<file path="config.mk">
export PLATFORM = sky130hd
export DESIGN_NAME = rtxh_front
export DESIGN_NICKNAME = d
export VERILOG_FILES = /design/src/hw/rtl/rtxh_pkg.sv /design/src/hw/rtl/rtxh_front.sv
export SDC_FILE = /design/constraint.sdc
export NUM_CORES = 1
export LEC_CHECK = 0
export BUFFER_PORTS_ARGS = -buffer_cell sky130_fd_sc_hd__buf_2
export CAP_MARGIN = 5
export CELL_PAD_IN_SITES_DETAIL_PLACEMENT = 0
export CELL_PAD_IN_SITES_GLOBAL_PLACEMENT = 1
export CORE_MARGIN = 3
export CORE_UTILIZATION = 20
export DETAILED_ROUTE_END_ITERATION = 10
export HOLD_SLACK_MARGIN = 0.03
export PLACE_DENSITY_LB_ADDON = 0.1
export SYNTH_ARGS = -nofsm -noshare
export SYNTH_HDL_FRONTEND = slang
export SYNTH_SLANG_ARGS = --single-unit
</file>
<file path="constraint.sdc">
create_clock -name clk -period 4.5 [get_ports clk]
set_input_delay 0 -clock clk [delete_from_list [all_inputs] [get_ports clk]]
set_output_delay 0 -clock clk [all_outputs]
set_load 0.03 [all_outputs]
</file>
<file path="src/hw/rtl/rtxh_pkg.sv">
// Shared types and constants of the random-table XOR string hash.
`default_nettype none

package rtxh_pkg;

	// Block sizing
	localparam int MAX_BYTES     = 128;
	localparam int HASH_WIDTH    = 64;
	localparam int WORD_W        = 64;
	localparam int BITS_PER_BYTE = 8;
	localparam int BYTE_W        = 8;
	localparam int IDX_W         = 10;
	localparam int TABLE_DEPTH   = 1 << IDX_W;
	localparam int LANE_W        = $clog2(BITS_PER_BYTE);
	localparam int ROW_W         = IDX_W - LANE_W;
	localparam int ROWS          = TABLE_DEPTH / BITS_PER_BYTE;
	localparam int POS_W         = $clog2(MAX_BYTES + 1);

	// Command queue between front and back
	localparam int QUEUE_DEPTH = 4;
	localparam int QPTR_W      = $clog2(QUEUE_DEPTH);
	localparam int QCNT_W      = $clog2(QUEUE_DEPTH + 1);

	// Hash kept to its low HASH_WIDTH bits
	localparam logic [WORD_W-1:0] HASH_MASK = {WORD_W{1'b1}} >> (WORD_W - HASH_WIDTH);

	// Input opcodes
	localparam logic OP_WRITE = 1'b0;
	localparam logic OP_BYTE  = 1'b1;

	// One input beat
	typedef struct packed {
		logic              opcode;
		logic [IDX_W-1:0]  table_index;
		logic [WORD_W-1:0] table_word;
		logic [BYTE_W-1:0] data_byte;
		logic              last_byte;
	} item_t;

	// One result beat
	typedef struct packed {
		logic [WORD_W-1:0] hash_value;
		logic              was_truncated;
	} result_t;

	// Classified command kinds
	typedef enum logic {
		CMD_WRITE,
		CMD_BYTE
	} cmd_kind_t;

	// Command handed from front to back
	typedef struct packed {
		cmd_kind_t                kind;
		logic [ROW_W-1:0]         row;
		logic [LANE_W-1:0]        lane;
		logic [WORD_W-1:0]        word;
		logic [BITS_PER_BYTE-1:0] bit_mask;
		logic                     last;
		logic                     trunc;
	} cmd_t;

	// Queue status seen by the back end
	typedef struct packed {
		logic nonempty;
		logic full;
	} queue_status_t;

endpackage

`default_nettype wire

</file>
<file path="src/hw/rtl/rtxh_front.sv">
// Front end: accepts beats, tracks string position and classifies each beat.
`default_nettype none

module rtxh_front (
	input  wire logic          clk,
	input  wire logic          arst_n,
	input  wire logic          item_valid,
	output logic               item_stall,
	input  wire rtxh_pkg::item_t item,
	input  wire logic          queue_full,
	output logic               push,
	output rtxh_pkg::cmd_t     cmd
);
	import rtxh_pkg::*;

	logic [POS_W-1:0] pos_q, pos_d;
	logic             ended_q, ended_d;
	logic             ovf_q, ovf_d;

	assign item_stall = queue_full;
	assign push       = item_valid && !queue_full;

	// Classification and next string state
	always_comb begin
		pos_d        = pos_q;
		ended_d      = ended_q;
		ovf_d        = ovf_q;
		cmd.kind     = CMD_WRITE;
		cmd.row      = item.table_index[IDX_W-1:LANE_W];
		cmd.lane     = item.table_index[LANE_W-1:0];
		cmd.word     = item.table_word;
		cmd.bit_mask = '0;
		cmd.last     = 1'b0;
		cmd.trunc    = ovf_q;
		if (item.opcode == OP_BYTE) begin
			cmd.kind = CMD_BYTE;
			cmd.row  = ROW_W'(pos_q);
			cmd.last = item.last_byte;
			if (!ended_q) begin
				if (item.data_byte == '0) begin
					ended_d = 1'b1;
				end else if (pos_q < POS_W'(MAX_BYTES)) begin
					cmd.bit_mask = item.data_byte;
					pos_d        = pos_q + POS_W'(1);
				end else begin
					ovf_d = 1'b1;
				end
			end
			cmd.trunc = ovf_d;
			// end of string: start afresh
			if (item.last_byte) begin
				pos_d   = '0;
				ended_d = 1'b0;
				ovf_d   = 1'b0;
			end
		end
	end

	// String state registers
	always_ff @(posedge clk or negedge arst_n) begin
		if (!arst_n) begin
			pos_q   <= '0;
			ended_q <= 1'b0;
			ovf_q   <= 1'b0;
		end else if (push) begin
			pos_q   <= pos_d;
			ended_q <= ended_d;
			ovf_q   <= ovf_d;
		end
	end

endmodule

`default_nettype wire

</file>
# Word-level counts from Yosys, hierarchy flattened
# Index checks and enable logic that the tools add are counted.
dict set report word_totals {
  latch_bits 0
  reg_bits 10
  elab_cells 29
  output_inout_bits 87
  inputBits 88
  rom_bits 0
  mem_bits_rw 0
  mem_count 0
}
dict set report classes {
  shift 0
  n_mux 16
  mul 0
  n_bitwise 0
  eq_ne 2
  reduce_logical 6
  order_cmp 1
  add_sub_neg 1
  n_div 0
}
# operator count
set ops {}
lappend ops {{$mux 8} 8}
lappend ops {{$mux 10} 1}
lappend ops {{$add 8x1->8 const B} 1}
lappend ops {{$logic_not 8->1} 1}
lappend ops {{$lt 8x8->1 const B} 1}
lappend ops {{$mux 1} 7}
lappend ops {{$reduce_and 5->1} 1}
lappend ops {{$ne 2x2->1 const B} 2}
lappend ops {{$reduce_and 2->1} 1}
lappend ops {{$reduce_bool 2->1} 1}
lappend ops {{$logic_and 1x1->1} 1}
lappend ops {{$logic_not 1->1} 1}

# Depth between registers and ports, before layout
# Gate-level depths: netlist of the first run.
dict set report depth {
  depth_word 5
  ltp_mapped 5
  ltp_nobuf 5
}

# Worst setup path before layout of the first run
# OpenSTA, ideal clock, no wires.
dict set report synth_timing {
  path_kind {reg-to-reg}
  from {register pos_q[7]}
  to {register pos_q[5]}
  path_buffers 0
  synth_period_minus_slack_ns 1.616
  slack_ns 2.884
  setup_ns 0.126
  t_arrival_ns 1.490
  path_stages_with_launch 5
  path_cell_list {dfrtp_1 > or3b_4 > a211oi_4 > nor2_2 > a221o_1}
}
dict set report synth_via {
  elab_chain_cells 3
}
# item line
set synth_lines {}
lappend synth_lines {{start: declaration} rtxh_front.sv:16} ;# logic [POS_W-1:0] pos_q, pos_d;
lappend synth_lines {{start signal: assignment} rtxh_front.sv:66} ;# pos_q <= pos_d;
lappend synth_lines {{$lt 8x8->1} rtxh_front.sv:42} ;# end else if (pos_q < POS_W'(MAX_BYTES)) begin
lappend synth_lines {{$reduce_bool 2->1 (no source line)} -}
lappend synth_lines {{$reduce_and 5->1 (no source line)} -}
# Every way passes these cells.
# A chain may end at the register's enable or synchronous reset.

# Worst setup path in the final report of the first run
dict set report layout_timing {
  from {register pos_q[7]}
  to {register pos_q[6]}
}
# Same word-level chain as after synthesis.

==> results.toml, run 1 <==
[outcome]
status = "complete, no violations"

[global_routing]
antenna_found_initial = 0
grt_max_degree = 15
gr-usage-all-layers_pct = 7.95
grt-ovfl-total = 0
grt_pass1_wl_um = 4610
grt_pass1_vias = 965

[synthesis]
synth-adder-area-share_pct = 0.993
synthCells = 143
ys_ff_latch = 10
ys_top_cells_by_count = "69 x buf_4, 12 x and2_1, 10 x dfrtp_1"
synth_top_family_by_area = "buffers and inverters"
synth-edff-count = 0
synth_mux_area_share_pct = 7.15
yosysMostFrequentCell = "buf_4"
synthesis.nets = 232
synthArstFlopShare_pct = 100
avgSynthCellArea_um2 = 8.81
synth_xor_area_share_pct = 0
yosysWarnings = 0
yosysUniqueCellTypes = 30
ys.flop_type = "dfrtp_1"
yosysSeqAreaShare_pct = 19.9
yosys.area.top_type_share_pct = 41.1
synth-simple-area-share_pct = 19.2
synth-compound-area-share_pct = 11.1
synth_area_leaders = "buf_4 41%, dfrtp_1 20%, mux2_2 6.3%, and2_1 6.0%, nor4b_1 2.1%"
yosysTopAreaCell = "buf_4"
synthesis.area_um2 = 1260

[final_layout]
finalNonFillerCells = 260
area_delta_synth_final_pct = 40.3
finish.utilization_pct = 29.3
nNetsFinal = 275
drive_above_1_share_pct = 31.4
fin_area_um2 = 1770
n_antenna_cell = 0

[sta]
tightest_slew_ns = 0.698
setup_tns_ns = 0
drv_slew = 0
timing.slew.headroom_pct = 53.4
rsz0062_at_grt = "false"
max_freq_mhz = 561
period_share_pct = 39.6
finalSetupViolations = 0
fin_skew_ns = 0.00638
fin_crit_ns = 1.78
hold-worst-slack_ns = 0.0802
hold_viol = 0

[placement]
io_buffers = 40
dp.cells = 188
dpl_cell_area_um2 = 1030
routabilityCongestion = 0.725

[drt]
drc = 0
ant_nets = 0
drtPass1Iterations = 4
vias = 1059
drt-vias-per-instance = 4.07
drtIter0Drc = 30
routed_wl_um = 3440
wl_per_cell_um = 13.2

[clock_network]
cts_tree = "done"
cts_max_path_buffers = 2
clock_latency_ns = 0.24
htree_levels = 1
root_buffer = "clkbuf_8"
clock_sinks = 10
numCtsBuffers = 3
clkTransAtPathRegs_ns = 0.05
cts_setup_buffers = 0

[pwr]
power.density_nw_per_um2 = 245
leakage_nw = 0.783
vdd_drop_max_mv = 0.0880

[floorplan]
placementRows = 28
start_util_pct = 20.9
core_area_um2 = 6030
die-area_um2 = 7290
io-pin-count = 175
die_x_um = 85.4
die_h_um = 85.4

[run]
maxCapViolCount = 0

[setup_path]
critPathCaptureType = "flop"
critical_path_class = "reg -> reg"
worstSetupStartpointType = "flop"
worstPathMaxFanout = 7
critical_path_arrival_ns = 1.90
cp.required_ns = 4.62

[min_path]
hold_path_class = "in -> reg"
[critical path: stages, from the launching register on]
cell	delay, ns
dfrtp_1	0.41
or3b_4	0.44
a211oi_4	0.30
nor2_2	0.15
a221o_1	0.36
[cells by family (layout without fill, tap and decap cells)]
kind of cell	count (synthesis)	after routing
adders and majority gates	1	1
AOI/OAI and AO/OA	16	16
and+or+nand+nor	37	37
DFF	10	10
buffers and inverters	71	113
muxes	8	8
[metal layers]
layer	vias up	global-route usage (%)	part of all wire (%)
met1	461	9.35	36
met5	-	0	0
met4	0	1.73	0.41
li1	498	-	-
met3	2	2.43	14
met2	98	14.1	50
[layout by cell type, fill, tap and decap left out, types with 2 or more instances in the layout]
master,netlist,layout
buf_2,0,40
dlygate4sd3_1,0,68
nand2b_1,2,2
nand3_1,2,2
clkbuf_8,0,4
a221o_1,2,2
nor4b_1,3,3
nor2b_1,4,4
a22o_1,2,2
a21oi_1,4,4
dfrtp_1,10,10
nor3b_1,2,2
o2bb2ai_1,2,2
mux2_2,7,7
nand2_1,3,3
nor2_1,3,3
and2_1,12,12
nor4_2,2,2
[sequential cells by signal, indices dropped and copies added, names as in the netlist]
register,count
ended_q,1
ovf_q,1
pos_q,8
[where the power goes]
group	switching [mW]	internal (mW)
sequential	0.0116	0.0987
clock	0.0374	0.0771
combinational	0.130	0.0781
total	0.179	0.254
[per-stage QoR]
step | setup slack (ns) | total power, mW
finish | 2.72 | 0.433
global route | 2.64 | 0.456
CTS | 2.70 | 0.440
detailed placement | 2.72 | 0.206
global placement | 2.74 | 0.207
floorplan | 2.88 | 0.284
[final timing paths]
| kind | from | to | slack (ns) | cells after the start |
|---|---|---|---|---|
| max | pos_q[7] | pos_q[6] | 2.72 | 4 |
| min | item[0] | pos_q[2] | 0.08 | 2 |
| max reg2reg | pos_q[7] | pos_q[6] | 2.72 | 4 |
| min reg2reg | ovf_q | ovf_q | 0.55 | 1 |
| max in group asynchronous | arst_n | ended_q | 4.12 | 2 |
| min in group asynchronous | arst_n | pos_q[4] | 0.16 | 2 |
[repair_timing]
item,CTS,global route
hold endpoints to repair,77,0
hold buffers,68,0
gates resized for setup,0,0
[area by class of cell]
type	count	area, µm²
multi-input cells	62	484
repair buffers	108	881
inverters	1	3.75
fillers	641	4260
flip-flops and latches	10	250
clock buffers	4	55.1
well taps	75	93.8
(Power assumes the default switching activity.)
==> inputs of run 2 (changes only) <==
--- a/config.mk
+++ b/config.mk
@@ -10,7 +10,7 @@
 export CELL_PAD_IN_SITES_DETAIL_PLACEMENT = 0
 export CELL_PAD_IN_SITES_GLOBAL_PLACEMENT = 1
 export CORE_MARGIN = 3
-export CORE_UTILIZATION = 20
+export CORE_UTILIZATION = 19
 export DETAILED_ROUTE_END_ITERATION = 10
 export HOLD_SLACK_MARGIN = 0.03
 export PLACE_DENSITY_LB_ADDON = 0.1
==> constraint.sdc (replaced) <==
create_clock -name clk -period 1.68 [get_ports clk]
set_input_delay 0 -clock clk [delete_from_list [all_inputs] [get_ports clk]]
set_output_delay 0 -clock clk [all_outputs]
set_load 0.03 [all_outputs]
==> results.toml, run 2 (synthesized netlist as in run 1, its figures left out) <==
[clock_network]
root_buffer = "clkbuf_8"
cts_tree = "done"
numCtsBuffers = 3
cts_max_path_buffers = 2
clock_sinks = 10
clkTransAtPathRegs_ns = 0.05
clock_latency_ns = 0.23
htree_levels = 1
cts_setup_buffers = 0

[sta]
timing.slew.headroom_pct = 78.0
rsz0062_at_grt = "true"
fin_crit_ns = 1.63
hold_viol = 0
worst_slack_ns = 0.0528
tightest_slew_ns = 0.329
max_freq_mhz = 615
finalSetupViolations = 0
setup_tns_ns = 0
period_share_pct = 96.9
fin_skew_ns = 0.0104
drv_slew = 0
hold-worst-slack_ns = 0.101

[pwr]
pwr-share-seq_pct = 26.0
p_sw_share_pct = 42.6
power.density_nw_per_um2 = 608
leakage_nw = 0.829
p_comb_share_pct = 51.8
clockPowerShare_pct = 22.2
p_switching_mw = 0.478
vdd_drop_max_mv = 0.255
intPower_mw = 0.644

[outcome]
status = "complete, no violations"

[placement]
pre_cts_ws_ns = 0.0542
routabilityCongestion = 0.669
io_buffers = 40
hpwl_um = 2330

[drt]
vias = 1101
ant_nets = 0
routed_wl_um = 3600
drtIter0Drc = 5
drt-vias-per-instance = 4.06
drc = 0
wl_per_cell_um = 13.3
drtPass1Iterations = 4

[setup_path]
worstPathMaxFanout = 7
r2r_start = "pos_q[7]"
critical_path_class = "reg -> reg"
cp.required_ns = 1.80
critPathCaptureType = "flop"
startpoint = "pos_q[7]"
critical_path_arrival_ns = 1.75
worstSetupStartpointType = "flop"

[final_layout]
drive_above_1_share_pct = 35.6
nNetsFinal = 285
finish.utilization_pct = 28.9
mostFrequentLayoutCell = "dlygate4sd3_1"
largest_register = "pos_q"
area_delta_synth_final_pct = 46.4
mostFrequentLayoutCells = "68 x dlygate4sd3_1, 40 x buf_2, 12 x and2_1, 10 x dfrtp_1, 10 x buf_4"
largest_reg_flops = 8
n_antenna_cell = 0
biggestRegsByFlops = "pos_q x8, ended_q x1, ovf_q x1"

[global_routing]
grt_max_degree = 14
grt_pass1_wl_um = 4860
antenna_found_initial = 0
grt-ovfl-total = 0
grt_pass1_vias = 1034
gr-usage-all-layers_pct = 8.04

[floorplan]
placementRows = 29
die-area_um2 = 7640
start_util_pct = 19.7
die_h_um = 87.4
io-pin-count = 175
die_x_um = 87.4
core_area_um2 = 6390

[run]
maxCapViolCount = 0

[min_path]
worstHoldStart = "item[0]"
hold_path_class = "in -> reg"
-- run 2: cell types whose count changed in the layout (fill, tap and decap cells not counted), sizes merged --
| cell | delta |
|---|---|
| clkbuf | -1 |
| buf | +10 |
-- run 2: metrics by stage --
step | std cells | total power [mW] | area [µm²]
finish | 271 | 1.12 | 1840
global route | 271 | 1.18 | 1840
CTS | 271 | 1.14 | 1830
detailed placement | 200 | 0.569 | 1110
global placement | 200 | 0.573 | 1110
floorplan | 143 | 0.761 | 1260
-- run 2: critical path: stages (launching register included) --
cell and delay (ns):
dfrtp_1 0.37, or3b_4 0.42, a211oi_4 0.23, nor2_2 0.14, a221o_1 0.36
-- run 2: final cells by class --
cell class / count / area (µm²)
clock buffer: 3 / 41.3
fill: 666 / 4540
inverter: 1 / 3.75
multi-input combinational: 62 / 497
sequential: 10 / 250
tap: 77 / 96.3
timing repair buffer: 118 / 956
-- run 2: metal layers --
| metal | track usage [%] | wire length [µm] |
|---|---|---|
| met1 | 9.94 | 1390 |
| met2 | 14.4 | 1820 |
| met4 | 1.67 | 10 |
| met3 | 1.51 | 374 |
| met5 | 0 | 0 |
-- run 2: what timing repair did --
item                       4_1_cts  5_1_grt
gates resized for setup          0        2
setup endpoints to repair        0        2
hold buffers                    68        0
hold endpoints to repair        77        0
-- run 2: power by group through the flow --
stage | logic [mW] | registers [mW] | clock network [mW]
2_1_floorplan | 0.473 | 0.289 | 0
3_3_place_gp | 0.275 | 0.297 | 0
3_5_place_dp | 0.272 | 0.296 | 0
4_1_cts | 0.585 | 0.292 | 0.259
5_1_grt | 0.614 | 0.299 | 0.268
6_report | 0.581 | 0.292 | 0.249
-- run 2: path summary, 6_finish.rpt --
| check | cells past startpoint | slack, ns | end |
|---|---|---|---|
| worst max-delay path | 4 | 0.05 | pos_q[5] |
| worst min-delay path | 2 | 0.10 | pos_q[2] |
| worst max register to register | 4 | 0.05 | pos_q[5] |
| worst min register to register | 1 | 0.55 | ovf_q |
| max in group asynchronous | 2 | 1.31 | pos_q[0] |
| min in group asynchronous | 2 | 0.16 | pos_q[5] |
