### src/hw/rtl/rtxh_pkg.sv
// Shared types and constants of the random-table XOR string hash.
`default_nettype none

package rtxh_pkg;

	// Block sizing
	localparam int MAX_BYTES     = 128;
	localparam int HASH_WIDTH    = 64;
	localparam int WORD_W        = 64;
	localparam int BITS_PER_BYTE = 8;
	localparam int BYTE_W        = 8;
	localparam int IDX_W         = 10;
	localparam int TABLE_DEPTH   = 1 << IDX_W;
	localparam int LANE_W        = $clog2(BITS_PER_BYTE);
	localparam int ROW_W         = IDX_W - LANE_W;
	localparam int ROWS          = TABLE_DEPTH / BITS_PER_BYTE;
	localparam int POS_W         = $clog2(MAX_BYTES + 1);

	// Command queue between front and back
	localparam int QUEUE_DEPTH = 4;
	localparam int QPTR_W      = $clog2(QUEUE_DEPTH);
	localparam int QCNT_W      = $clog2(QUEUE_DEPTH + 1);

	// Hash kept to its low HASH_WIDTH bits
	localparam logic [WORD_W-1:0] HASH_MASK = {WORD_W{1'b1}} >> (WORD_W - HASH_WIDTH);

	// Input opcodes
	localparam logic OP_WRITE = 1'b0;
	localparam logic OP_BYTE  = 1'b1;

	// One input beat
	typedef struct packed {
		logic              opcode;
		logic [IDX_W-1:0]  table_index;
		logic [WORD_W-1:0] table_word;
		logic [BYTE_W-1:0] data_byte;
		logic              last_byte;
	} item_t;

	// One result beat
	typedef struct packed {
		logic [WORD_W-1:0] hash_value;
		logic              was_truncated;
	} result_t;

	// Classified command kinds
	typedef enum logic {
		CMD_WRITE,
		CMD_BYTE
	} cmd_kind_t;

	// Command handed from front to back
	typedef struct packed {
		cmd_kind_t                kind;
		logic [ROW_W-1:0]         row;
		logic [LANE_W-1:0]        lane;
		logic [WORD_W-1:0]        word;
		logic [BITS_PER_BYTE-1:0] bit_mask;
		logic                     last;
		logic                     trunc;
	} cmd_t;

	// Queue status seen by the back end
	typedef struct packed {
		logic nonempty;
		logic full;
	} queue_status_t;

endpackage

`default_nettype wire

### src/hw/rtl/rtxh_queue.sv
// Short command queue decoupling the front end from the back end.
`default_nettype none

module rtxh_queue (
	input  wire logic                 clk,
	input  wire logic                 arst_n,
	input  wire logic                 push,
	input  wire rtxh_pkg::cmd_t       push_cmd,
	input  wire logic                 pop,
	output rtxh_pkg::cmd_t            head,
	output rtxh_pkg::queue_status_t   status
);
	import rtxh_pkg::*;

	cmd_t              entry_q [QUEUE_DEPTH];
	logic [QPTR_W-1:0] wr_q, rd_q;
	logic [QCNT_W-1:0] count_q;

	assign head            = entry_q[rd_q];
	assign status.nonempty = (count_q != '0);
	assign status.full     = (count_q == QCNT_W'(QUEUE_DEPTH));

	// Entry storage
	always_ff @(posedge clk) begin
		if (push) begin
			entry_q[wr_q] <= push_cmd;
		end
	end

	// Pointers and fill level
	always_ff @(posedge clk or negedge arst_n) begin
		if (!arst_n) begin
			wr_q    <= '0;
			rd_q    <= '0;
			count_q <= '0;
		end else begin
			if (push) begin
				wr_q <= wr_q + QPTR_W'(1);
			end
			if (pop) begin
				rd_q <= rd_q + QPTR_W'(1);
			end
			if (push && !pop) begin
				count_q <= count_q + QCNT_W'(1);
			end else if (pop && !push) begin
				count_q <= count_q - QCNT_W'(1);
			end
		end
	end

endmodule

`default_nettype wire

### config.mk
export PLATFORM = sky130hd
export DESIGN_NAME = rtxh_queue
export DESIGN_NICKNAME = d
export VERILOG_FILES = /design/src/hw/rtl/rtxh_pkg.sv /design/src/hw/rtl/rtxh_queue.sv
export SDC_FILE = /design/constraint.sdc
export NUM_CORES = 1
export LEC_CHECK = 0
export ABC_AREA = 1
export BUFFER_PORTS_ARGS = -buffer_cell sky130_fd_sc_hd__buf_2
export CAP_MARGIN = 20
export CORE_ASPECT_RATIO = 1.75
export CORE_UTILIZATION = 57
export CTS_CLUSTER_DIAMETER = 150
export DETAILED_ROUTE_END_ITERATION = 8
export PLACE_DENSITY = 0.87
export SYNTH_ARGS = -nofsm -noshare
export SYNTH_HDL_FRONTEND = slang
export SYNTH_SLANG_ARGS = --single-unit
export TNS_END_PERCENT = 20
### constraint.sdc
create_clock -name clk -period 7.1 [get_ports clk]
set_clock_uncertainty 0.2 [all_clocks]
set_input_delay 0 -clock clk [delete_from_list [all_inputs] [get_ports clk]]
set_output_delay 0 -clock clk [all_outputs]
set_load 0.005 [all_outputs]
Yosys cells after proc, flatten, opt, wreduce, memory -nomap -nowiden
Memory sizes are Yosys's and may differ from the RTL's.
Index checks and enable logic that the tools add are counted.
{"block": "totals", "ram_bits": 340, "in_bits": 89, "n_memories": 1, "out_inout_bits": 87, "regBits": 7, "word_cells": 19}
{"block": "classes", "eq_ne": 1, "addsub": 4, "n_mux": 4, "n_reduce_logical": 6}
{"memory": "entry_q", "words": 4, "word_bits": 85, "rd": 1, "rd_ports_with_merged_regs": 0, "wr": 1, "line_no": "rtxh_queue.sv:15", "source": "cmd_t entry_q [QUEUE_DEPTH];"}
{"operator": "$mux W3", "count": 2}
{"operator": "$add A2 B1 Y2 const B", "count": 2}
{"operator": "$add A3 B1 Y3 const B", "count": 1}
{"operator": "$eq A3 B3 Y1 const B", "count": 1}
{"operator": "$reduce_bool A3 Y1", "count": 1}
{"operator": "$sub A3 B1 Y3 const B", "count": 1}
{"operator": "$logic_and A1 B1 Y1", "count": 2}
{"operator": "$logic_not A1 Y1", "count": 2}
{"operator": "$mux W1", "count": 2}
{"operator": "$reduce_bool A2 Y1", "count": 1}

Logic depth before layout (Yosys ltp)
Gate-level depths: netlist of the first run.
{"block": "depth", "word_depth": 4, "mapped_depth": 9, "mapped_depth_nobuf": 9}

Worst setup path after synthesis of the first run
Ideal clock, no wire load.
{"block": "synth_path", "path_type": "reg-to-reg", "start": "register wr_q[0]", "end": "memory entry_q[2][0] in the netlist's numbering (enable)", "setup_slack_ns": 4.141, "required_time_ns": 6.461, "stages_incl_launch_ff": 5, "arrival_ns": 2.320, "period_less_slack_ns": 2.959, "cell_sequence": "dfrtp_1 -> inv_1 -> ha_1 -> nand2_1 -> inv_1"}
{"item": "start: declaration", "line_no": "rtxh_queue.sv:16", "source": "logic [QPTR_W-1:0] wr_q, rd_q;"}
{"item": "start signal: assignment", "line_no": "rtxh_queue.sv:38", "source": "wr_q <= wr_q + QPTR_W'(1);"}
{"item": "end: declaration", "line_no": "rtxh_queue.sv:15"}
No word-level cell before the write port.

==> results.py, run 1 <==
metrics = {
    "final_layout": {
        "mostFrequentLayoutCell": "edfxtp_1",
        "final_cell_mix": "340 x edfxtp_1, 269 x nand2_1, 177 x inv_1",
        "fillers": 1503,
        "syn_to_final_growth_pct": 23.48,
        "layout-drive-gt1-share_pct": 23.06,
        "finalNonFillerCells": 1682,
        "utilization_pct": 71.95,
        "fin_nets": 1437,
    },
    "status": {
        "outcome": "complete, no violations",
    },
    "worst_setup_path": {
        "slowest_delay_ns": 0.73,
        "critPathKind": "register to output port",
        "critPathMaxFanout": 44,
        "setup.worst_path.start_class": "register",
        "worstPathArrival_ns": 3.15,
        "cp_slowest_cell": "buf_4",
        "critPathRequiredTime_ns": 6.90,
        "reg2reg_slack_ns": 4.55,
        "cp_cell_sequence": "inv_4 > buf_4 > o211ai_2 > nand2_1 > buf_2",
        "critPathCaptureType": "output port",
    },
    "place": {
        "gp_congestion": 0.7283,
        "dpl.hpwl_mm": 15.87,
        "pre_cts_ws_ns": 4.378,
        "portBuffers": 175,
        "dp_cells": 1478,
    },
    "timing": {
        "slew_violations": 0,
        "whs_ns": 0.008452,
        "rsz0062_at_grt": "no",
        "setup_slack_ns": 3.753,
        "finalSetupTns_ns": 0,
        "timing.final.crit_period_ns": 3.347,
        "max_clock_freq_ghz": 0.2988,
        "min_period_over_period_pct": 47.14,
        "tightest_slew_ns": 1.092,
        "relSlewSlack_pct": 27.18,
        "setup_viol": 0,
        "finalHoldViolCount": 0,
    },
    "synth": {
        "synthArstFlopShare_pct": 2.017,
        "synth_cell_types": 20,
        "syn_area_um2": 14350,
        "ys.flop_type": "edfxtp_1",
        "post_synth.cell_area_avg_um2": 13.78,
        "synthesis.nets": 1136,
        "ys_seq_area_share_pct": 72.37,
        "synth.ff_latch_count": 347,
        "synth-edff-count": 340,
        "synthesis.instances": 1041,
        "yosysWarnings": 0,
    },
    "routing": {
        "drc": 0,
        "wl_per_cell_um": 18.41,
        "vias": 9009,
        "detailedRoute.firstIterationViolations": 762,
        "firstDrtPassIters": 5,
        "viasPerCell": 5.356,
        "ant_nets": 0,
        "totalWireLength_mm": 30.96,
    },
    "power": {
        "leakage_nw": 7.200,
        "peakVddDrop_mv": 0.2739,
        "p_per_area_nw_per_um2": 385.8,
    },
    "floorplan": {
        "die_height_um": 211.9,
        "core.rowCount": 76,
        "die_x_um": 121.9,
        "pin_count": 176,
        "dieArea_um2": 25840,
        "coreArea_um2": 24630,
        "initial_core_util_pct": 58.27,
    },
    "global_routing": {
        "grt_max_degree": 165,
        "overflow": 0,
        "grt_usage_pct": 24.60,
        "grt_pass1_wl_mm": 47.87,
        "antenna_found_initial": 3,
        "grt_pass1_vias": 9410,
    },
    "cts": {
        "cts_setup_buffers": 0,
        "cts-resized-gates": 0,
        "cts_inserted_buffers": 30,
        "clock_sinks": 347,
        "cts_root_buffer": "clkbuf_16",
        "tritoncts": "done",
        "clockBufferDepth": 3,
        "h-tree-depth": 1,
        "clk_pin_slew_ns": 0.07,
        "clk_latency_ns": 0.55,
    },
    "min_path": {
        "hold_class": "input port to register",
    },
    "flow_run": {
        "cap_violations": 0,
    },
}
## sequential cells by signal, indices dropped and copies added (netlist names)
name and flops:
rd_q 2, wr_q 2, entry_q 340, count_q 3
## layer usage
| layer | vias up | GRT usage, % | wire length, µm |
|---|---|---|---|
| met1 | 4386 | 27.69 | 11180 |
| met5 | - | 0 | 0 |
| met4 | 0 | 12.77 | 1270 |
| li1 | 4222 | - | - |
| met3 | 93 | 3.394 | 1436 |
| met2 | 308 | 44.54 | 17080 |
## stage by stage
step                      power (mW)  area, µm²
after floorplan                4.431      14350
after global placement         4.976      15220
after detailed placement       5.067      15220
after CTS                      6.819      17670
after global routing           7.190      17710
final                          6.837      17720
## cell usage after synthesis (3+ instances only)
| library cell | n | area (µm²) |
|---|---|---|
| o211ai_2 | 72 | 900.9 |
| ha_1 | 5 | 62.56 |
| buf_4 | 10 | 75.07 |
| dfrtp_1 | 7 | 175.2 |
| edfxtp_1 | 340 | 10210 |
| xor2_1 | 3 | 26.28 |
| clkbuf_1 | 4 | 15.01 |
| buf_2 | 15 | 75.07 |
| o211ai_1 | 98 | 735.7 |
| inv_1 | 181 | 679.4 |
| buf_6 | 29 | 326.6 |
| nand2_1 | 269 | 1010 |
## layout make-up
| cell class | instances | area [µm²] | share of cell area (%) |
|---|---|---|---|
| antenna | 4 | 10.01 | 0.05649 |
| clock buffer | 33 | 783.3 | 4.420 |
| clock inverter | 23 | 251.5 | 1.419 |
| inverter | 182 | 695.7 | 3.926 |
| multi-input combinational | 454 | 2789 | 15.74 |
| sequential | 347 | 10390 | 58.65 |
| tap | 312 | 390.4 | 2.203 |
| timing repair buffer | 327 | 2407 | 13.59 |
## path summary, 6_finish.rpt
| kind | startpoint | end | cells past startpoint |
|---|---|---|---|
| worst min-delay path | push_cmd[48] | entry_q[2][48] | 2 |
| worst max-delay path | rd_q[1] | head[11] | 5 |
| worst max register to register | wr_q[0] | entry_q[2][32] | 5 |
| min in group asynchronous | arst_n | count_q[2] | 3 |
| worst min register to register | count_q[2] | count_q[2] | 2 |
| max in group asynchronous | arst_n | rd_q[1] | 3 |
## timing repair
item,in CTS,in global routing
endpoints found under the setup margin,0,0
hold buffers,142,1
hold endpoints to repair,442,4
## where the power goes
group	internal, mW	total [mW]	switching [mW]
clock	0.979	1.70	0.723
combinational	0.822	2.23	1.41
sequential	2.69	2.90	0.213
total	4.49	6.84	2.35
## logic make-up after synthesis
group / after synthesis / share of synthesized area [%]
adders and majority gates: 6 / 0.5755
AOI/OAI and AO/OA: 171 / 11.44
and+or+nand+nor: 273 / 7.176
DFF: 347 / 72.37
xor gates and xnor gates: 4 / 0.2442
buffers and inverters: 240 / 8.196
## worst max-delay path, delay by kind of cell (launching register included)
| family | cells | cell delay [ns] |
|---|---|---|
| buf+inv | 3 | 1.45 |
| simple gates | 1 | 0.13 |
| compound gates | 1 | 0.21 |
| flops | 1 | 0.68 |
No activity file was read; power rests on OpenSTA's default activity.
==> run 2: changes to the inputs <==
==> constraint.sdc (replaced) <==
create_clock -name clk -period 3.4 [get_ports clk]
set_clock_uncertainty 0.2 [all_clocks]
set_input_delay 0 -clock clk [delete_from_list [all_inputs] [get_ports clk]]
set_output_delay 0 -clock clk [all_outputs]
set_load 0.005 [all_outputs]
==> results.py, run 2 (synthesized netlist as in run 1, its figures left out) <==
metrics = {
    "status": {
        "outcome": "complete, no violations",
    },
    "timing": {
        "timing.final.crit_period_ns": 2.588,
        "slew_violations": 0,
        "max_clock_freq_ghz": 0.3864,
        "tightest_slew_ns": 0.6526,
        "finalHoldViolCount": 0,
        "rsz0062_at_grt": "no",
        "min_period_over_period_pct": 76.11,
        "finalSetupTns_ns": 0,
        "setup_viol": 0,
        "whs_ns": 0.01362,
        "relSlewSlack_pct": 56.50,
    },
    "floorplan": {
        "coreArea_um2": 24630,
        "pin_count": 176,
        "core.rowCount": 76,
        "dieArea_um2": 25840,
        "die_height_um": 211.9,
        "initial_core_util_pct": 58.27,
        "die_x_um": 121.9,
    },
    "power": {
        "leakage_nw": 7.034,
        "p_sw_share_pct": 34.59,
        "p_per_area_nw_per_um2": 801.1,
        "p_seq_share_pct": 43.1,
        "power_frac_comb_pct": 34.5,
        "switching_power_mw": 4.804,
        "peakVddDrop_mv": 0.6421,
        "p_int_mw": 9.084,
        "clock_power_share_pct": 22.4,
    },
    "final_layout": {
        "mostFrequentLayoutCell": "edfxtp_1",
        "layout-drive-gt1-share_pct": 23.65,
        "top_regs": "entry_q (340), count_q (3)",
        "regMostFlops": "entry_q",
        "finalNonFillerCells": 1646,
        "final_cell_mix": "340 x edfxtp_1, 269 x nand2_1, 177 x inv_1",
        "syn_to_final_growth_pct": 20.81,
        "fin_nets": 1406,
        "largest_reg_flops": 340,
    },
    "global_routing": {
        "antenna_found_initial": 2,
        "grt_usage_pct": 22.33,
        "grt_pass1_wl_mm": 43.67,
        "grt_max_degree": 95,
        "grt_pass1_vias": 8737,
        "overflow": 0,
    },
    "place": {
        "portBuffers": 175,
        "dp_cells": 1486,
        "gp_congestion": 0.7467,
        "dpl.hpwl_mm": 16.36,
    },
    "worst_setup_path": {
        "r2r_end": "entry_q[0][78]",
        "worstPathArrival_ns": 2.39,
        "critPathCaptureType": "output port",
        "critPathRequiredTime_ns": 3.20,
        "critPathKind": "register to output port",
        "critPathMaxFanout": 94,
        "reg2reg_depth": 5,
        "r2r_start": "wr_q[0]",
        "reg2reg_slack_ns": 1.16,
        "setup.worst_path.start_class": "register",
    },
    "cts": {
        "clock_sinks": 347,
        "cts_inserted_buffers": 29,
        "clk_latency_ns": 0.54,
        "cts_setup_buffers": 0,
        "tritoncts": "done",
        "cts_root_buffer": "clkbuf_16",
        "h-tree-depth": 1,
        "clockBufferDepth": 3,
        "clk_pin_slew_ns": 0.07,
    },
    "routing": {
        "totalWireLength_mm": 29.07,
        "drc": 0,
        "detailedRoute.firstIterationViolations": 706,
        "vias": 8688,
        "wl_per_cell_um": 17.66,
        "ant_nets": 0,
        "firstDrtPassIters": 4,
        "viasPerCell": 5.278,
    },
    "min_path": {
        "worstHoldPathCells": 2,
        "hp-start": "push_cmd[6]",
        "hold_class": "input port to register",
        "hold_path_end": "entry_q[1][6]",
    },
    "flow_run": {
        "cap_violations": 0,
    },
}
[run 2: through the flow]
step	instance area [µm²]	setup WS, ns	total power, mW	util [%]
3_5_place_dp	15380	1.215	10.71	62.43
3_3_place_gp	15380	1.263	10.51	62.43
4_1_cts	17330	0.8322	13.89	70.37
6_report	17340	0.8121	13.89	70.39
2_1_floorplan	14350	0.4412	9.253	-
5_1_grt	17340	0.6981	14.61	70.39
[run 2: metal layers]
layer  global-route usage [%]  routed length [µm]  share of wire (%)  vias up
met1                    25.32               11400                 39     4258
met3                    2.748                 986                3.4       55
met2                    41.83               15860                 55      217
met4                    8.685                 822                2.8        0
met5                        0                   0                  0        -
li1                         -                   -                  -     4158
[run 2: layout make-up]
class	count	area, µm²
Multi-Input combinational cell	454	2789
Fill cell	1502	7292
Clock inverter	16	100.1
Tap cell	312	390.4
Inverter	182	695.7
Antenna cell	2	5.005
Timing Repair Buffer	297	2170
Sequential cell	347	10390
Clock buffer	36	794.5
[run 2: repair_timing]
action | CTS | global route
hold buffers | 106 | 0
hold endpoints to repair | 428 | 0
gates resized for setup | 0 | 0
[run 2: power by group through the flow]
stage	logic [mW]	clock network [mW]	registers, mW
detailed placement	4.64	0	6.07
finish	4.79	3.11	5.99
global placement	4.49	0	6.02
floorplan	3.35	0	5.90
CTS	4.75	3.16	5.98
global route	5.23	3.32	6.05
[run 2: worst max path at each step]
| stage | startpoint | endpoint | slack (ns) | cells after the start |
|---|---|---|---|---|
| final | rd_q[0] | head[10] | 0.81 | 5 |
| after global routing | rd_q[0] | head[10] | 0.70 | 5 |
| after CTS | rd_q[0] | head[13] | 0.83 | 5 |
| after detailed placement | wr_q[0] | entry_q[0][76] | 1.21 | 5 |
| after global placement | wr_q[0] | entry_q[0][76] | 1.26 | 5 |
| after floorplan | wr_q[0] | entry_q[2][0] | 0.44 | 4 |
[run 2: worst max-delay path: stages (launching register included)]
cell and delay [ns]:
dfrtp_4 0.86, buf_12 0.43, nand2_1 0.15, o211ai_1 0.13, nand2_1 0.07, buf_2 0.13
==> run 3: changes to the inputs <==
--- a/config.mk
+++ b/config.mk
@@ -9,10 +9,10 @@
 export BUFFER_PORTS_ARGS = -buffer_cell sky130_fd_sc_hd__buf_2
 export CAP_MARGIN = 20
 export CORE_ASPECT_RATIO = 1.75
-export CORE_UTILIZATION = 57
+export CORE_UTILIZATION = 52
 export CTS_CLUSTER_DIAMETER = 150
 export DETAILED_ROUTE_END_ITERATION = 8
-export PLACE_DENSITY = 0.87
+export PLACE_DENSITY = 0.84
 export SYNTH_ARGS = -nofsm -noshare
 export SYNTH_HDL_FRONTEND = slang
 export SYNTH_SLANG_ARGS = --single-unit
==> constraint.sdc (replaced) <==
create_clock -name clk -period 2.3 [get_ports clk]
set_clock_uncertainty 0.2 [all_clocks]
set_input_delay 0 -clock clk [delete_from_list [all_inputs] [get_ports clk]]
set_output_delay 0 -clock clk [all_outputs]
set_load 0.005 [all_outputs]
==> results.py, run 3 (synthesized netlist as in run 1, its figures left out) <==
metrics = {
    "status": {
        "outcome": "complete, no violations",
    },
    "routing": {
        "ant_nets": 0,
        "vias": 8819,
        "wl_per_cell_um": 17.16,
        "drc": 0,
        "totalWireLength_mm": 29.74,
        "firstDrtPassIters": 7,
        "detailedRoute.firstIterationViolations": 481,
        "viasPerCell": 5.089,
    },
    "timing": {
        "max_clock_freq_ghz": 0.4610,
        "relSlewSlack_pct": 65.35,
        "tightest_slew_ns": 0.5197,
        "setup_viol": 0,
        "setup_slack_ns": 0.1306,
        "finalHoldViolCount": 0,
        "rsz0062_at_grt": "no",
        "slew_violations": 0,
        "timing.final.crit_period_ns": 2.169,
        "finalSetupTns_ns": 0,
        "min_period_over_period_pct": 94.32,
    },
    "final_layout": {
        "fin_area_um2": 17840,
        "fillers": 1834,
        "mostFrequentLayoutCell": "edfxtp_1",
        "final_cell_mix": "340 x edfxtp_1, 263 x nand2_1, 176 x inv_1",
        "layout-drive-gt1-share_pct": 24.76,
        "utilization_pct": 65.52,
        "regMostFlops": "entry_q",
        "largest_reg_flops": 340,
        "syn_to_final_growth_pct": 24.32,
        "top_regs": "entry_q (340), count_q (3)",
        "fin_nets": 1431,
    },
    "worst_setup_path": {
        "critPathCaptureType": "output port",
        "setup.worst_path.start_class": "register",
        "critPathKind": "register to output port",
        "critPathRequiredTime_ns": 2.10,
        "worstPathArrival_ns": 1.97,
        "crit_path_start": "rd_q[0]",
        "critPathMaxFanout": 39,
        "r2r_start": "wr_q[0]",
        "reg2reg_depth": 5,
        "reg2reg_slack_ns": 0.31,
        "r2r_end": "entry_q[0][75]",
    },
    "floorplan": {
        "die_x_um": 127.6,
        "dieArea_um2": 28290,
        "initial_core_util_pct": 52.71,
        "coreArea_um2": 27230,
        "die_height_um": 221.8,
        "core.rowCount": 80,
        "pin_count": 176,
    },
    "power": {
        "p_per_area_nw_per_um2": 1180,
        "p_int_mw": 13.87,
        "power_frac_comb_pct": 35.7,
        "power.total_mw": 21.06,
        "clock_power_share_pct": 23.2,
        "leakage_nw": 7.160,
        "switching_power_mw": 7.185,
        "p_seq_share_pct": 41.1,
        "p_sw_share_pct": 34.13,
        "peakVddDrop_mv": 0.9575,
    },
    "cts": {
        "tritoncts": "done",
        "clock_sinks": 347,
        "clk_pin_slew_ns": 0.07,
        "cts_setup_buffers": 0,
        "clockBufferDepth": 3,
        "h-tree-depth": 1,
        "cts_root_buffer": "clkbuf_16",
        "clk_latency_ns": 0.54,
        "cts_inserted_buffers": 29,
    },
    "place": {
        "portBuffers": 175,
        "pre_cts_ws_ns": 0.3161,
        "place_area_um2": 15620,
        "dpl.hpwl_mm": 16.59,
        "gp_congestion": 0.7381,
    },
    "global_routing": {
        "overflow": 0,
        "antenna_found_initial": 8,
        "grt_pass1_wl_mm": 45.90,
        "grt_max_degree": 109,
        "grt_pass1_vias": 9021,
        "grt_usage_pct": 21.00,
    },
    "min_path": {
        "hold_path_end": "entry_q[1][57]",
        "worstHoldPathCells": 2,
        "hp-start": "push_cmd[57]",
        "hold_class": "input port to register",
    },
    "flow_run": {
        "cap_violations": 0,
    },
}
[run 3: cell count changes in the layout (fill, tap and decap cells not counted), moves of 3 or more]
cell	delta
inv_4	-5
dlygate4sd3_1	+17
clkinv_4	+4
nand2_2	+6
nand2_1	-6
bufinv_16	+3
ha_2	+4
clkinvlp_4	+6
buf_12	+6
ha_1	-4
buf_6	+3
diode_2	+5
clkinv_2	-3
[run 3: final cells by class]
| class | instances | area, µm² | area share [%] |
|---|---|---|---|
| inverters | 182 | 703.2 | 3.942 |
| flip-flops and latches | 347 | 10390 | 58.26 |
| diodes | 7 | 17.52 | 0.09819 |
| well taps | 369 | 461.7 | 2.588 |
| clock inverters | 20 | 207.7 | 1.164 |
| repair buffers | 322 | 2506 | 14.05 |
| multi-input cells | 454 | 2814 | 15.77 |
| clock buffers | 32 | 737.0 | 4.131 |
[run 3: worst max path at each step]
stage / slack [ns] / depth (start not counted) / end
after CTS: 0.07 / 5 / head[64]
final: 0.13 / 6 / head[81]
after floorplan: -0.21 / 4 / entry_q[0][0]
after detailed placement: 0.32 / 5 / entry_q[0][19]
after global routing: 0.0004 / 5 / head[48]
after global placement: 0.36 / 5 / entry_q[2][6]
[run 3: worst max-delay path, stage by stage (launching register included)]
cell and delay [ns]:
dfrtp_4 0.50, buf_12 0.24, buf_6 0.26, nand2_1 0.09, o211ai_1 0.09, nand2_1 0.11
buf_2 0.14
[run 3: power groups by stage]
stage	Sequential [mW]	Clock, mW	Combinational [mW]
floorplan	8.69	0	4.99
global placement	8.72	0	7.10
detailed placement	8.78	0	7.29
CTS	8.65	4.94	7.50
global route	8.75	5.16	8.26
finish	8.66	4.88	7.52
[run 3: what timing repair did]
action | 4_1_cts | 5_1_grt
endpoints found under the hold margin | 354 | 0
setup endpoints to repair | 2 | 8
gates resized for setup | 2 | 5
hold buffers | 123 | 0
[run 3: layer usage]
| metal | up-vias | share of wire, % | wire length (µm) | track usage (%) |
|---|---|---|---|---|
| li1 | 4213 | - | - | - |
| met1 | 4246 | 39 | 11570 | 24.68 |
| met2 | 264 | 52 | 15530 | 37.05 |
| met3 | 92 | 4.3 | 1269 | 3.041 |
| met4 | 4 | 4.5 | 1349 | 10.89 |
| met5 | - | 0.077 | 23 | 0 |
[run 3: metrics by stage]
step	std cells	hold slack, ns
2_1_floorplan	1041	-0.4956
3_3_place_gp	1551	-0.3417
3_5_place_dp	1551	-0.3349
4_1_cts	1726	0.0005856
5_1_grt	1733	0.005434
6_report	1733	0.01790
